$ cat src/z80btc_pkg.sv
// Types and opcode constants for the Z80 branch target classifier
`default_nettype none

package z80btc_pkg;

  typedef struct packed {
    logic [7:0]  opcode;
    logic        ed_prefix;
    logic [1:0]  index_prefix;
    logic [15:0] opcode_addr;
    logic [7:0]  operand_lo;
    logic [7:0]  operand_hi;
    logic [7:0]  flag_reg;
    logic [7:0]  reg_b;
    logic [15:0] reg_hl;
    logic [15:0] reg_ix;
    logic [15:0] reg_iy;
    logic [15:0] stack_word;
  } z80btc_in_t;

  typedef struct packed {
    logic [15:0] target;
    logic        is_branch;
    logic        target_indirect;
    logic        is_loop;
    logic        is_call;
    logic        is_block;
  } z80btc_out_t;

  // index prefix codes
  localparam logic [1:0] IDX_IX = 2'd1;
  localparam logic [1:0] IDX_IY = 2'd2;

  // condition codes (bits 5:4 of the opcode)
  localparam logic [1:0] CC_Z  = 2'd0;
  localparam logic [1:0] CC_C  = 2'd1;
  localparam logic [1:0] CC_PV = 2'd2;
  localparam logic [1:0] CC_S  = 2'd3;

  // F register bit positions
  localparam int unsigned FLAG_S_BIT  = 7;
  localparam int unsigned FLAG_Z_BIT  = 6;
  localparam int unsigned FLAG_PV_BIT = 2;
  localparam int unsigned FLAG_C_BIT  = 0;

  // opcodes and opcode patterns
  localparam logic [7:0] OP_HALT      = 8'h76;
  localparam logic [7:0] ED_BLK_MASK  = 8'hF4;
  localparam logic [7:0] ED_BLK_VAL   = 8'hB0;
  localparam logic [7:0] GRP_MASK     = 8'hC7;
  localparam logic [7:0] ED_RET_VAL   = 8'h45;
  localparam logic [7:0] OP_RET       = 8'hC9;
  localparam logic [7:0] OP_JP        = 8'hC3;
  localparam logic [7:0] OP_CALL      = 8'hCD;
  localparam logic [7:0] CC_GRP_MASK  = 8'hC1;
  localparam logic [7:0] CC_GRP_VAL   = 8'hC0;
  localparam logic [7:0] OP_RET_CC    = 8'hC0;
  localparam logic [7:0] OP_CALL_CC   = 8'hC4;
  localparam logic [7:0] OP_JP_CC     = 8'hC2;
  localparam logic [7:0] OP_JP_IND    = 8'hE9;
  localparam logic [7:0] OP_RST       = 8'hC7;
  localparam logic [7:0] RST_MASK     = 8'h38;
  localparam logic [7:0] REL_GRP_VAL  = 8'h00;
  localparam logic [7:0] OP_NOP       = 8'h00;
  localparam logic [7:0] OP_EX_AF     = 8'h08;
  localparam logic [7:0] OP_DJNZ      = 8'h10;
  localparam logic [7:0] OP_JR        = 8'h18;

  localparam logic [15:0] REL_OFFSET  = 16'd2;
  localparam logic [7:0]  DJNZ_LAST_B = 8'd1;

endpackage

`default_nettype wire

$ cat src/z80btc_if.sv
// Valid/ready channel interfaces for classifier requests and results
`default_nettype none

interface z80btc_req_if;
  import z80btc_pkg::*;

  logic       valid;
  logic       ready;
  z80btc_in_t data;

  modport source (output valid, output data, input ready);
  modport sink   (input valid, input data, output ready);
endinterface

interface z80btc_rsp_if;
  import z80btc_pkg::*;

  logic        valid;
  logic        ready;
  z80btc_out_t data;

  modport source (output valid, output data, input ready);
  modport sink   (input valid, input data, output ready);
endinterface

`default_nettype wire

$ cat src/z80_branch_target_classifier.sv
// Z80 branch target classifier: registered decode of one instruction per cycle
// Each accepted instruction yields one result, and a new
// instruction can be accepted every cycle. The request is captured in an input
// register, decoded by a short combinational path (opcode compare, condition
// select and a three-term 16-bit add for relative targets) and held in a result
// register until the consumer takes it. in_i.ready follows the free slots of
// those two registers, so a stalled consumer blocks new requests only once
// both are full. No state is kept between instructions.
`default_nettype none

module z80_branch_target_classifier (
  input  wire             clk_i,
  input  wire             rst_ni,
  z80btc_req_if.sink      in_i,
  z80btc_rsp_if.source    out_o
);
  import z80btc_pkg::*;

  logic        s1_valid_q;
  z80btc_in_t  s1_data_q;
  logic        out_valid_q;
  z80btc_out_t out_data_q;
  logic        s1_ready;
  logic        cond_flag;
  logic        cond_ok;
  logic        jr_cond_ok;
  logic [15:0] rel_target;
  logic [15:0] base_reg;
  logic [15:0] abs_target;
  z80btc_out_t res_d;

  assign s1_ready   = !out_valid_q || out_o.ready;
  assign in_i.ready = !s1_valid_q || s1_ready;

  always_ff @(posedge clk_i or negedge rst_ni) begin
    if (!rst_ni) begin
      s1_valid_q  <= 1'b0;
      out_valid_q <= 1'b0;
    end else begin
      if (in_i.ready) begin
        s1_valid_q <= in_i.valid;
      end
      if (s1_ready) begin
        out_valid_q <= s1_valid_q;
      end
    end
  end

  always_ff @(posedge clk_i) begin
    if (in_i.valid && in_i.ready) begin
      s1_data_q <= in_i.data;
    end
    if (s1_valid_q && s1_ready) begin
      out_data_q <= res_d;
    end
  end

  // select flag by condition code, compare against the sense bit
  always_comb begin
    unique case (s1_data_q.opcode[5:4])
      CC_Z:    cond_flag = s1_data_q.flag_reg[FLAG_Z_BIT];
      CC_C:    cond_flag = s1_data_q.flag_reg[FLAG_C_BIT];
      CC_PV:   cond_flag = s1_data_q.flag_reg[FLAG_PV_BIT];
      CC_S:    cond_flag = s1_data_q.flag_reg[FLAG_S_BIT];
      default: cond_flag = 1'b0;
    endcase
  end

  assign cond_ok    = (cond_flag == s1_data_q.opcode[3]);
  // jr cc tests Z or C only, chosen by bit 4
  assign jr_cond_ok = ((s1_data_q.opcode[4] ? s1_data_q.flag_reg[FLAG_C_BIT]
                                            : s1_data_q.flag_reg[FLAG_Z_BIT])
                       == s1_data_q.opcode[3]);
  assign abs_target = {s1_data_q.operand_hi, s1_data_q.operand_lo};
  assign rel_target = s1_data_q.opcode_addr + REL_OFFSET
                    + {{8{s1_data_q.operand_lo[7]}}, s1_data_q.operand_lo};

  always_comb begin
    unique case (s1_data_q.index_prefix)
      IDX_IX:  base_reg = s1_data_q.reg_ix;
      IDX_IY:  base_reg = s1_data_q.reg_iy;
      default: base_reg = s1_data_q.reg_hl;
    endcase
  end

  always_comb begin
    logic [7:0] op;
    op    = s1_data_q.opcode;
    res_d = '0;
    priority if (op == OP_HALT) begin
      res_d.is_block = 1'b1;
    end else if (s1_data_q.ed_prefix) begin
      priority if ((op & ED_BLK_MASK) == ED_BLK_VAL) begin
        res_d.is_block = 1'b1;
      end else if ((op & GRP_MASK) == ED_RET_VAL) begin
        res_d.target          = s1_data_q.stack_word;
        res_d.is_branch       = 1'b1;
        res_d.target_indirect = 1'b1;
      end else begin
        res_d = '0;
      end
    end else if (op == OP_RET) begin
      res_d.target          = s1_data_q.stack_word;
      res_d.is_branch       = 1'b1;
      res_d.target_indirect = 1'b1;
    end else if (op == OP_JP) begin
      res_d.target    = abs_target;
      res_d.is_branch = 1'b1;
    end else if (op == OP_CALL) begin
      res_d.target    = abs_target;
      res_d.is_branch = 1'b1;
      res_d.is_call   = 1'b1;
    end else if ((op & CC_GRP_MASK) == CC_GRP_VAL) begin
      priority if (cond_ok && (op & GRP_MASK) == OP_RET_CC) begin
        res_d.target          = s1_data_q.stack_word;
        res_d.is_branch       = 1'b1;
        res_d.target_indirect = 1'b1;
      end else if (cond_ok && (op & GRP_MASK) == OP_CALL_CC) begin
        res_d.target    = abs_target;
        res_d.is_branch = 1'b1;
        res_d.is_call   = 1'b1;
      end else if (cond_ok && (op & GRP_MASK) == OP_JP_CC) begin
        res_d.target    = abs_target;
        res_d.is_branch = 1'b1;
        res_d.is_loop   = 1'b1;
      end else begin
        res_d = '0;
      end
    end else if (op == OP_JP_IND) begin
      res_d.target          = base_reg;
      res_d.is_branch       = 1'b1;
      res_d.target_indirect = 1'b1;
    end else if ((op & GRP_MASK) == OP_RST) begin
      res_d.target    = {8'h00, op & RST_MASK};
      res_d.is_branch = 1'b1;
      res_d.is_call   = 1'b1;
    end else if ((op & GRP_MASK) == REL_GRP_VAL && op != OP_NOP && op != OP_EX_AF) begin
      priority if (op == OP_JR) begin
        res_d.target    = rel_target;
        res_d.is_branch = 1'b1;
      end else if (op == OP_DJNZ) begin
        if (s1_data_q.reg_b != DJNZ_LAST_B) begin
          res_d.target    = rel_target;
          res_d.is_branch = 1'b1;
          res_d.is_loop   = 1'b1;
        end
      end else if (jr_cond_ok) begin
        res_d.target    = rel_target;
        res_d.is_branch = 1'b1;
        res_d.is_loop   = 1'b1;
      end else begin
        res_d = '0;
      end
    end else begin
      res_d = '0;
    end
  end

  assign out_o.valid = out_valid_q;
  assign out_o.data  = out_data_q;

endmodule

`default_nettype wire

$ cat src/flat_wrapper.sv
// flat-port wrapper written by rule: the top's interface ports become plain ports
module z80_branch_target_classifier_flat import z80btc_pkg::*;
  (clk_i, rst_ni, in_i_valid, in_i_data, in_i_ready, out_o_valid, out_o_data, out_o_ready);
  z80btc_req_if in_i_i ();
  z80btc_rsp_if out_o_i ();
  input  wire clk_i;
  input  wire rst_ni;
  input wire logic [$bits(in_i_i.valid)-1:0] in_i_valid;
  input wire logic [$bits(in_i_i.data)-1:0] in_i_data;
  output wire logic [$bits(in_i_i.ready)-1:0] in_i_ready;
  output wire logic [$bits(out_o_i.valid)-1:0] out_o_valid;
  output wire logic [$bits(out_o_i.data)-1:0] out_o_data;
  input wire logic [$bits(out_o_i.ready)-1:0] out_o_ready;
  assign in_i_i.valid = in_i_valid;
  assign in_i_i.data = in_i_data;
  assign in_i_ready = in_i_i.ready;
  assign out_o_valid = out_o_i.valid;
  assign out_o_data = out_o_i.data;
  assign out_o_i.ready = out_o_ready;
  z80_branch_target_classifier u_core (.clk_i(clk_i), .rst_ni(rst_ni), .in_i(in_i_i), .out_o(out_o_i));
endmodule
$ cat config.mk
export PLATFORM = sky130hd
export DESIGN_NAME = z80_branch_target_classifier_flat
export DESIGN_NICKNAME = d
export VERILOG_FILES = /design/src/z80btc_pkg.sv /design/src/z80btc_if.sv /design/src/z80_branch_target_classifier.sv /design/src/flat_wrapper.sv
export SDC_FILE = /design/constraint.sdc
export NUM_CORES = 1
export LEC_CHECK = 0
export BUFFER_PORTS_ARGS = -buffer_cell sky130_fd_sc_hd__buf_2
export CORE_AREA = 2 2 143 145
export DETAILED_ROUTE_END_ITERATION = 8
export DIE_AREA = 0 0 145 147
export GPL_TIMING_DRIVEN = 1
export PLACE_DENSITY = 0.63
export SLEW_MARGIN = 5
export SYNTH_ARGS = -nofsm -noshare
export SYNTH_HDL_FRONTEND = slang
export SYNTH_SLANG_ARGS = --single-unit
$ cat constraint.sdc
create_clock -name clk_i -period 3.8 [get_ports clk_i]
set_input_delay 0 -clock clk_i [delete_from_list [all_inputs] [get_ports clk_i]]
set_output_delay 0 -clock clk_i [all_outputs]
set_load 0.02 [all_outputs]
==> metrics.md <==
| Metric | Value |
|---|---|
| P_leak | 3.64 nW |
| Post-DRT Antenna Nets | 0 |
| Worst R2R Setup Slack | 0.88 ns |
| Non-filler cells, final | 1014 |
| Syn nets | 617 |
| Final worst slack | 0.885 ns |
| Hold Worst Slack | 0.284 ns |
| First-pass GRT wire length | 27600 µm |
| Seq/Total Area, Yosys | 0.662 |
| Num CTS Buffers | 17 |
| Hold/Removal Path Class | in2reg |
| Worst Tran Pin Value | 1.12 ns |
| Die Ht | 147 µm |
| Ys Warns | 0 |
| Filler cells | 1740 |
| Synth top area share | 0.654 |
| Peak supply drop | 0.000274 V |
| CP Class | reg2reg |
| Setup crit start | u_core.abs_target[1] |
| Crit-path max cell delay | 0.42 ns |
| Clk_lat worst skew | 0.42 ns |
| Top-Level Pins | 150 |
| Die ar. | 21300 µm² |
| Final setup fails | 0 |
| Normalized max-slew margin | 0.253 |
| Clock-pin slew on the worst setup and hold paths | 0.07 ns |
| Fin. Hold Viols | 0 |
| Largest net degree at the start of global routing | 73 |
| Top post-synthesis cells by count | edfxtp_1, nand2_1, ha_1, a22oi_1, o21ai_0 |
| FF-to-FF path depth | 11 |
| Vias per inst | 4.86 |
| Final Slew Violations | 0 |
| Initial antenna violation count | 0 |
| Worst-path maximum fanout | 6 |
| Final min period | 2.92 ns |
| Layout net count | 890 |
| Setup Buffers After CTS | 0 |
| CP cell instances | inv_1 > ha_1 > inv_1 > ha_1 > fa_1 > a21oi_1 > o211ai_1 > a2111oi_0 > nor3_1 > xnor2_1 > o221ai_1 |
| CP Data Arrival Time | 3.07 ns |
| Result of the run | finished clean |
| Final TNS setup | 0 ns |
| Placement Setup Slack | 0.895 ns |
| Port Buf Inserts | 145 |
| Syn Inst Count | 458 |
| Power density over cell area | 458 nW/µm² |
| F_max | 343 MHz |
| Max Cap Violations | 0 |
| Top_reg_cell synth | edfxtp_1 |
| Row count | 52 |
| Period utilization | 0.767 |
| Starting Density | 0.324 |
| CTS sink count | 142 |
| Worst setup SP type | flop |
| CTS tree | built |
| Core Region | 19800 µm² |
| Pre-Repair DR Iteration Count | 6 |
| Global route overflow | 0 |
| CTS H-tree depth | 4 |
| WP data required | 3.96 ns |
| Asr flop ratio synth | 0.0141 |
| RSZ-0062 raised after global routing | false |
| Worst Setup EP | u_core.out_o.data[18] |
| Top-count cell post-synth | edfxtp_1 |
| Drt total wl | 17500 µm |
| Setup Skew | 0.00944 ns |
| Worst R2R End | u_core.out_o.data[18] |
| Placed Cells | 858 |
| Overall Global Routing Usage | 0.167 |
| Post-DP HPWL | 11500 µm |
| R2r startpoint | u_core.abs_target[1] |
| RD Place Congestion | 0.844 |
| Clock buffer depth | 2 |
| Final routed DRC violation total | 0 |
| Chip width | 145 µm |
| Routed len/inst | 17.2 µm |
| CTS Root Cell | clkbuf_16 |
| P&R area growth vs syn | 45.1% |
| Synth Register Bits | 142 |
| Slowest cell on the critical path | a2111oi_0 |
| Design Power | 0.00428 W |
| Area contributors post-synth | edfxtp_1, ha_1, a22oi_1 |
| Starting DRT DRC Count | 303 |
| Crit path capture type | flop |
| # diodes | 0 |
| Synth Cell Area | 6430 µm² |
| Via count | 4926 |
| Vias in the first global route | 5184 |
| Synth area leader | edfxtp_1 |
| Post-synth EDFFs | 140 |
| Syn Area/Cell | 14.0 µm² |
| Fraction of layout cells with a size suffix above 1 | 0.258 |
| Count of cell types in the netlist | 63 |
area by class of cell:
| class | count | area, µm² | area share |
|---|---|---|---|
| clock buffer | 18 | 429 | 0.0460 |
| clock inverter | 14 | 203 | 0.0217 |
| inverter | 10 | 37.5 | 0.00402 |
| multi-input combinational | 287 | 2060 | 0.221 |
| sequential | 142 | 4250 | 0.456 |
| tap | 270 | 338 | 0.0362 |
| timing repair buffer | 273 | 2010 | 0.215 |
routing by layer:
metal	global-route usage	vias up	part of all wire
li1	-	2365	-
met3	0.0509	20	0.065
met5	0	-	0
met2	0.286	196	0.49
met1	0.206	2345	0.43
met4	0.0470	0	0.015
critical path, delay by kind of cell, from the launching register on:
kind | cells | cell delay [ns]
AND/OR/NAND/NOR | 1 | 0.13
XOR/XNOR | 1 | 0.16
flip-flops | 1 | 0.36
AO/OA/AOI/OAI | 4 | 1.02
buffers and inverters | 2 | 0.09
adder cells (fa/ha/maj) | 3 | 0.89
cells by family after synthesis:
| logic type | after synthesis | synth area share |
|---|---|---|
| DFF | 142 | 0.662 |
| AOI/OAI and AO/OA | 121 | 0.133 |
| and+or+nand+nor | 117 | 0.0977 |
| adders and majority gates | 32 | 0.0634 |
| buffers and inverters | 29 | 0.0189 |
| xor gates and xnor gates | 14 | 0.0191 |
| muxes | 3 | 0.00681 |
how the worst min path moves through the flow:
| stage | from | endpoint | slack, ns | depth (start not counted) |
|---|---|---|---|---|
| final | in_i_data[61] | u_core.s1_data_q[61] | 0.28 | 2 |
| after global routing | in_i_data[99] | u_core.s1_data_q[99] | 0.27 | 2 |
| after CTS | in_i_data[33] | u_core.s1_data_q[33] | 0.26 | 2 |
| after detailed placement | rst_ni | u_core.out_o.valid | -0.21 | 1 |
| after global placement | rst_ni | u_core.out_o.valid | -0.22 | 1 |
| after floorplan | rst_ni | u_core.out_o.valid | -0.30 | 0 |
report_power, final:
part | internal, W | switching [W]
combinational | 0.000275 | 0.000303
sequential | 0.00185 | 0.0000545
clock | 0.00111 | 0.000683
layout by cell type, fill, tap and decap left out, drive strengths merged, types with 18 or more instances in the layout:
master / synthesis / layout
a22oi: 29 / 29
buf: 6 / 149
clkbuf: 13 / 18
dlygate4sd3: 0 / 124
edfxtp: 140 / 140
ha: 31 / 31
nand2: 35 / 35
nor2: 18 / 18
o21ai: 32 / 32
through the flow:
stage           util  cell area (µm²)
2_1_floorplan      -             6430
3_3_place_gp   0.376             7450
3_5_place_dp   0.376             7450
4_1_cts        0.470             9330
5_1_grt        0.470             9330
6_report       0.470             9330
timing repair:
| action | CTS | global route |
|---|---|---|
| endpoints found under the hold margin | 123 | 0 |
| gates resized for setup | 0 | 0 |
| hold buffers | 124 | 0 |
state kept, by name, summed over array words and instances, names as in the netlist:
register and cells:
u_core.s1_data_q 103, u_core.out_o.data 21, u_core.abs_target 16, u_core.out_o.valid 1
u_core.s1_valid_q 1
No activity file was read; power rests on OpenSTA's default activity.
